<file path="src/design/ppmr_pkg.sv">
// Shared constants for the pulse-average relay switch.
package ppmr_pkg;

	// Default timer width and averaging depth (each new pulse enters the running average with weight 2**-AVG_SHIFT).
	localparam int COUNTER_BITS_DEF = 12;
	localparam int AVG_SHIFT_DEF    = 3;

	// Threshold registers are always twelve bits wide.
	localparam int THR_BITS = 12;

	// Configuration register indexes.
	localparam int CFG_IDX_BITS = 1;
	localparam logic [CFG_IDX_BITS-1:0] REG_ON_THRESHOLD  = 1'b0;
	localparam logic [CFG_IDX_BITS-1:0] REG_OFF_THRESHOLD = 1'b1;

	// Threshold values after reset, in timer ticks.
	localparam logic [THR_BITS-1:0] ON_THRESHOLD_RST  = 12'd1800;
	localparam logic [THR_BITS-1:0] OFF_THRESHOLD_RST = 12'd1300;

endpackage

</file>
<file path="src/design/ppmr_measure.sv">
// Edge pairing, pulse width measurement and running average state.
module ppmr_measure #(
	parameter int COUNTER_BITS = ppmr_pkg::COUNTER_BITS_DEF,
	parameter int AVG_SHIFT    = ppmr_pkg::AVG_SHIFT_DEF
) (
	input  logic                    clk,
	input  logic                    arst_n,
	input  logic                    step,
	input  logic                    edge_rising,
	input  logic [COUNTER_BITS-1:0] timer_count,
	output logic                    done_next,
	output logic [COUNTER_BITS-1:0] width_next,
	output logic [COUNTER_BITS-1:0] avg_next
);

	localparam int SUM_BITS = COUNTER_BITS + AVG_SHIFT;

	logic                    expect_rising_q;
	logic [COUNTER_BITS-1:0] rise_time_q;
	logic [COUNTER_BITS-1:0] last_width_q;
	logic [SUM_BITS-1:0]     width_sum_q;
	logic [COUNTER_BITS-1:0] avg_value_q;

	logic                    take_rise;
	logic                    take_fall;
	logic [COUNTER_BITS-1:0] width_new;
	logic [SUM_BITS-1:0]     sum_new;

	// Edges of the unexpected polarity fall through both tests and change nothing.
	assign take_rise = expect_rising_q & edge_rising;
	assign take_fall = ~expect_rising_q & ~edge_rising;

	// Width wraps with the timer; the sum update wraps at its own width.
	assign width_new = timer_count - rise_time_q;
	assign sum_new   = width_sum_q + SUM_BITS'(width_new) - SUM_BITS'(avg_value_q);

	// Values after this item, as seen by the result register.
	assign done_next  = take_fall;
	assign width_next = take_fall ? width_new : last_width_q;
	assign avg_next   = take_fall ? sum_new[SUM_BITS-1:AVG_SHIFT] : avg_value_q;

	// Measurement state advances once per item.
	always_ff @(posedge clk or negedge arst_n) begin
		if (!arst_n) begin
			expect_rising_q <= 1'b1;
			rise_time_q     <= '0;
			last_width_q    <= '0;
			width_sum_q     <= '0;
			avg_value_q     <= '0;
		end else if (step) begin
			if (take_rise) begin
				rise_time_q     <= timer_count;
				expect_rising_q <= 1'b0;
			end else if (take_fall) begin
				last_width_q    <= width_new;
				width_sum_q     <= sum_new;
				avg_value_q     <= sum_new[SUM_BITS-1:AVG_SHIFT];
				expect_rising_q <= 1'b1;
			end
		end
	end

endmodule

</file>
<file path="src/design/ppmr_relay.sv">
// Threshold registers and the hysteresis relay decision.
module ppmr_relay #(
	parameter int COUNTER_BITS = ppmr_pkg::COUNTER_BITS_DEF
) (
	input  logic                              clk,
	input  logic                              arst_n,
	input  logic                              cfg_write,
	input  logic [ppmr_pkg::CFG_IDX_BITS-1:0] cfg_index,
	input  logic [ppmr_pkg::THR_BITS-1:0]     cfg_data,
	input  logic                              step,
	input  logic [COUNTER_BITS-1:0]           avg_next,
	output logic                              relay_next
);

	localparam int CMP_BITS = (COUNTER_BITS > ppmr_pkg::THR_BITS) ?
		COUNTER_BITS : ppmr_pkg::THR_BITS;

	logic [ppmr_pkg::THR_BITS-1:0] on_threshold_q;
	logic [ppmr_pkg::THR_BITS-1:0] off_threshold_q;
	logic                          relay_state_q;

	logic [CMP_BITS-1:0] avg_ext;
	logic [CMP_BITS-1:0] on_ext;
	logic [CMP_BITS-1:0] off_ext;

	assign avg_ext = CMP_BITS'(avg_next);
	assign on_ext  = CMP_BITS'(on_threshold_q);
	assign off_ext = CMP_BITS'(off_threshold_q);

	// The off test is applied last, so it wins when both hold.
	always_comb begin
		relay_next = relay_state_q;
		if (avg_ext > on_ext) begin
			relay_next = 1'b1;
		end
		if (avg_ext < off_ext) begin
			relay_next = 1'b0;
		end
	end

	// Register writes from the configuration channel.
	always_ff @(posedge clk or negedge arst_n) begin
		if (!arst_n) begin
			on_threshold_q  <= ppmr_pkg::ON_THRESHOLD_RST;
			off_threshold_q <= ppmr_pkg::OFF_THRESHOLD_RST;
		end else if (cfg_write) begin
			case (cfg_index)
				ppmr_pkg::REG_ON_THRESHOLD: begin
					on_threshold_q <= cfg_data;
				end
				ppmr_pkg::REG_OFF_THRESHOLD: begin
					off_threshold_q <= cfg_data;
				end
				default: begin
				end
			endcase
		end
	end

	// The relay test runs on every item, whatever its polarity.
	always_ff @(posedge clk or negedge arst_n) begin
		if (!arst_n) begin
			relay_state_q <= 1'b0;
		end else if (step) begin
			relay_state_q <= relay_next;
		end
	end

endmodule

</file>
<file path="src/design/ppm_pulse_average_relay_switch_unit.sv">
// Top level of the pulse-average relay switch: input register, datapath, result register.
//
//  channel  | direction | handshake               | payload
//  ---------+-----------+-------------------------+-------------------------------------------
//  s_       | in        | s_tvalid / s_tready     | tuser: edge_rising; tdata: timer_count
//  m_       | out       | m_tvalid / m_tready     | tuser: sample_done; tdata: measured width,
//           |           |                         |   mean width, relay level
//  cfg_     | in        | cfg_valid / cfg_ready   | cfg_index, cfg_data (threshold value)
//
// One item per cycle sustained while the output is not stalled; an item passes through the input
// register and then the result register, from which it is offered.
// The work sits between the input register and the result register: one subtract for the
// width, one add/subtract for the sum and two compares for the relay.
// Reset clears the handshake state, the measurement state and loads the default thresholds.
// A stall on the output holds the result; the input register still takes one more edge if it is empty.
module ppm_pulse_average_relay_switch_unit #(
	parameter int COUNTER_BITS = ppmr_pkg::COUNTER_BITS_DEF,
	parameter int AVG_SHIFT    = ppmr_pkg::AVG_SHIFT_DEF
) (
	input  logic                                        clk,
	input  logic                                        arst_n,
	input  logic                                        s_tvalid,
	output logic                                        s_tready,
	input  logic                                        s_tuser,  // edge_rising
	input  logic [((COUNTER_BITS+7)/8)*8-1:0]           s_tdata,  // timer_count
	output logic                                        m_tvalid,
	input  logic                                        m_tready,
	output logic                                        m_tuser,  // sample_done
	// measured width, mean width, relay level, zero fill
	output logic [((2*COUNTER_BITS+8)/8)*8-1:0]         m_tdata,
	input  logic                                        cfg_valid,
	output logic                                        cfg_ready,
	input  logic [ppmr_pkg::CFG_IDX_BITS-1:0]           cfg_index,
	input  logic [ppmr_pkg::THR_BITS-1:0]               cfg_data
);

	localparam int M_DW   = ((2*COUNTER_BITS+8)/8)*8;

	logic                    valid_s1;
	logic                    rising_s1;
	logic [COUNTER_BITS-1:0] count_s1;

	logic                    out_valid_q;
	logic                    done_q;
	logic [COUNTER_BITS-1:0] width_q;
	logic [COUNTER_BITS-1:0] avg_q;
	logic                    relay_q;

	logic                    advance;
	logic                    done_next;
	logic [COUNTER_BITS-1:0] width_next;
	logic [COUNTER_BITS-1:0] avg_next;
	logic                    relay_next;

	// An item moves into the result register when that register is free or being emptied.
	assign advance   = valid_s1 & (~out_valid_q | m_tready);
	assign s_tready  = ~valid_s1 | advance;
	assign cfg_ready = 1'b1;

	// Input register.
	always_ff @(posedge clk or negedge arst_n) begin
		if (!arst_n) begin
			valid_s1 <= 1'b0;
		end else if (s_tready) begin
			valid_s1 <= s_tvalid;
		end
	end

	always_ff @(posedge clk) begin
		if (s_tready && s_tvalid) begin
			rising_s1 <= s_tuser;
			count_s1  <= s_tdata[COUNTER_BITS-1:0];
		end
	end

	ppmr_measure #(
		.COUNTER_BITS(COUNTER_BITS),
		.AVG_SHIFT   (AVG_SHIFT)
	) u_measure (
		.clk        (clk),
		.arst_n     (arst_n),
		.step       (advance),
		.edge_rising(rising_s1),
		.timer_count(count_s1),
		.done_next  (done_next),
		.width_next (width_next),
		.avg_next   (avg_next)
	);

	ppmr_relay #(
		.COUNTER_BITS(COUNTER_BITS)
	) u_relay (
		.clk       (clk),
		.arst_n    (arst_n),
		.cfg_write (cfg_valid & cfg_ready),
		.cfg_index (cfg_index),
		.cfg_data  (cfg_data),
		.step      (advance),
		.avg_next  (avg_next),
		.relay_next(relay_next)
	);

	// Result register.
	always_ff @(posedge clk or negedge arst_n) begin
		if (!arst_n) begin
			out_valid_q <= 1'b0;
		end else if (advance) begin
			out_valid_q <= 1'b1;
		end else if (m_tready) begin
			out_valid_q <= 1'b0;
		end
	end

	always_ff @(posedge clk) begin
		if (advance) begin
			done_q  <= done_next;
			width_q <= width_next;
			avg_q   <= avg_next;
			relay_q <= relay_next;
		end
	end

	assign m_tvalid = out_valid_q;
	assign m_tuser  = done_q;
	assign m_tdata  = M_DW'({relay_q, avg_q, width_q});

endmodule

</file>
<file path="config.mk">
export PLATFORM = sky130hd
export DESIGN_NAME = ppm_pulse_average_relay_switch_unit
export DESIGN_NICKNAME = d
export VERILOG_FILES = /design/src/design/ppmr_pkg.sv /design/src/design/ppmr_measure.sv /design/src/design/ppmr_relay.sv /design/src/design/ppm_pulse_average_relay_switch_unit.sv
export SDC_FILE = /design/constraint.sdc
export NUM_CORES = 1
export LEC_CHECK = 0
export BUFFER_PORTS_ARGS = -buffer_cell sky130_fd_sc_hd__buf_4
export CAP_MARGIN = 20
export CORE_MARGIN = 2
export CORE_UTILIZATION = 49
export DETAILED_ROUTE_END_ITERATION = 12
export PLACE_DENSITY = 0.72
export SETUP_SLACK_MARGIN = 0.15
export SYNTH_ARGS = -nofsm -noshare
export SYNTH_HDL_FRONTEND = slang
export SYNTH_SLANG_ARGS = --single-unit
</file>
<file path="constraint.sdc">
create_clock -name clk -period 8.5 [get_ports clk]
set_clock_uncertainty 0.15 [all_clocks]
set_input_delay 0.85 -clock clk [delete_from_list [all_inputs] [get_ports clk]]
set_output_delay 0.85 -clock clk [all_outputs]
set_load 0.005 [all_outputs]
</file>
==> results.cfg <==
[outcome]
status = complete, no violations

[clock_network]
cts_tree = built
cts_setup_buffers = 0
clock_latency_ns = 0.42
clockBufferDepth = 2
clock-sinks = 118
cts.reportedPaths.clkPinSlew_ns = 0.05
cts_buffers = 17
h-tree-depth = 4
ctsHoldBuffers = 0
root_buffer = clkbuf_16
cts_resized = 0

[floorplanning]
ios = 71
initial_core_util = 0.5040
die_w_um = 120.9
die_area_um2 = 14630
die_h_um = 120.9
num_rows = 42
fp.coreArea_um2 = 13300

[timing]
finalSetupTns_ns = 0
max-slew-margin-rel = 0.4313
setup-violations-final = 0
drv_slew = 0
fin_hold_ws_ns = 0.1709
finalCriticalPeriod_ns = 6.195
fin_crit_sh = 0.7288
tightest_slew_ns = 0.8424
rsz0062_at_grt = no
max_freq_mhz = 161.4
hold_violations = 0

[place]
place.port_buffers = 58
post-dp-hpwl_um = 9487
gp_congestion = 0.8700
place_area_um2 = 7274

[worst_setup_path]
reg2reg_from = u_measure.rise_time_q[1]$_DFFE_PN0P_
crit_path_start_kind = register
path_max_fanout = 6
cp.required_ns = 8.49
worstSetupEndpointType = register
ff2ff_setup_slack_ns = 2.31
reg2reg_to = relay_q$_DFFE_PP_
ff2ff_path_depth = 22
critPathArrivalTime_ns = 6.19
critPathKind = register to register

[route]
vias_per_cell = 5.351
drt-pass1-iter-count = 4
avgRoutedWirePerCell_um = 15.02
antenna_left = 0
drt-total-wl_um = 13280
via_count = 4730
drc_errors = 0
drtIter0Drc = 284

[grt]
overflow = 0
grtUsageTotal = 0.1952
antenna_found_initial = 0
grt_pass1_wl_um = 22180
grt_max_degree = 80
grt_pass1_vias = 4721

[min_path]
hold_path_class = input pin to async pin

[logic_synthesis]
synth_warnings = 0
synth_cell_type_count = 56
synth-main-ff-cell = dfrtp_1
synth_area_um2 = 6701
synth.avg_cell_area_um2 = 10.57
synth-async-reset-ratio = 0.6695
synth_top_area_share = 0.2614
yosys-top-cells-count = 72 x nand2_1, 71 x inv_1, 70 x dfrtp_1, 51 x ha_1, 46 x o21ai_0
syn_inst = 634
yosysMostFrequentCell = nand2_1
ys_seq_area_frac = 0.4714
yosys-top-cells-area = dfrtp_1 26%, edfxtp_1 17%, ha_1 9.5%, mux2_2 7.1%, nand2_1 4.0%
synth_edf_count = 39
ys_ff_latch = 118
synth_area_leader_cell = dfrtp_1

[run]
drv_cap = 0

[cells_and_area]
area_delta_synth_final_pct = 17.51
drive_gt1_frac = 0.2090
utilization = 0.5923
stdcell_area_um2 = 7875
num_antenna_cells = 0
final_nets = 794
-- cell families (layout without fill, tap and decap cells) --
family | count (synthesis) | after routing | synth area share
buf+inv | 99 | 167 | 0.06105
simple gates | 153 | 153 | 0.1079
other cells | 2 | 8 | 0.001121
mux | 44 | 44 | 0.07356
xor+xnor | 18 | 18 | 0.02352
compound gates | 136 | 136 | 0.1273
flops | 118 | 118 | 0.4714
fa+ha+maj | 64 | 64 | 0.1341
-- routing by layer --
metal | vias up | global-route usage | wire (um)
met4 | 0 | 0.08721 | 301
met2 | 98 | 0.3181 | 6525
met3 | 25 | 0.04699 | 470
met1 | 2301 | 0.2467 | 5979
li1 | 2306 | - | -
met5 | - | 0 | 0
-- sequential cells by signal, summed over array words and instances (netlist names), 12 cells and up --
name                    cells
u_relay.on_ext             12
u_measure.avg_value_q      12
u_relay.off_ext            12
u_measure.width_sum_q      15
u_measure.rise_time_q      12
count_s1                   12
avg_q                      12
width_q                    12
u_measure.last_width_q     12
-- cell type report --
class | instances | area, um^2
fill | 1075 | 5420
sequential | 118 | 3159
multi-input combinational | 423 | 3156
timing repair buffer | 64 | 500.5
clock buffer | 21 | 440.4
inverter | 71 | 266.5
tap | 176 | 220.2
clock inverter | 11 | 132.6
-- per-stage QoR --
step	cells	setup WS, ns
CTS	883	2.315
global placement	851	2.457
finish	884	2.305
floorplan	640	3.262
global route	884	1.895
detailed placement	851	2.358
-- worst max-delay path by stage --
| stage | startpoint | to |
|---|---|---|
| after floorplan | u_measure.rise_time_q[1]$_DFFE_PN0P_ | relay_q$_DFFE_PP_ |
| after global placement | u_measure.rise_time_q[1]$_DFFE_PN0P_ | relay_q$_DFFE_PP_ |
| after detailed placement | u_measure.rise_time_q[1]$_DFFE_PN0P_ | relay_q$_DFFE_PP_ |
| after CTS | u_measure.rise_time_q[1]$_DFFE_PN0P_ | relay_q$_DFFE_PP_ |
| after global routing | u_measure.rise_time_q[1]$_DFFE_PN0P_ | relay_q$_DFFE_PP_ |
| final | u_measure.rise_time_q[1]$_DFFE_PN0P_ | relay_q$_DFFE_PP_ |
-- worst max-delay path, cell delays in order, from the launching register on --
cell and delay (ns):
dfrtp_1 0.39, inv_1 0.06, ha_1 0.26, nor2b_1 0.14, o31ai_1 0.35, nand2_1 0.11, a21oi_1 0.18, xor2_1 0.29
fa_1 0.47, inv_1 0.08, ha_1 0.27, a21oi_1 0.37, a21boi_0 0.18, o21a_1 0.24, o21a_1 0.18, o31ai_1 0.46
ha_1 0.35, a21o_1 0.18, a21o_1 0.17, a2111oi_0 0.41, o21bai_1 0.15, a211oi_1 0.39, a21oi_1 0.10
-- cells in the final DEF, fill, tap and decap left out, types with 5 or more instances in the layout --
| cell type | count |
|---|---|
| dfrtp_1 | 70 |
| nor2b_1 | 7 |
| nand4_1 | 8 |
| edfxtp_1 | 39 |
| inv_1 | 71 |
| buf_4 | 63 |
| nor3_1 | 16 |
| nor2_1 | 17 |
| nand2b_1 | 5 |
| a21o_1 | 15 |
| a21oi_1 | 30 |
| o31ai_1 | 6 |
| dfstp_2 | 9 |
| o21a_1 | 13 |
| ha_1 | 51 |
| o21ai_0 | 46 |
| nand3_1 | 9 |
| mux2_2 | 42 |
| clkbuf_16 | 17 |
| xnor2_1 | 10 |
| xor2_1 | 8 |
| fa_1 | 13 |
| nand2_1 | 72 |
| conb_1 | 8 |
Power is left out: the tool's default activity adds up to more than one toggle a clock period on the data nets, which glitch-free logic cannot reach.
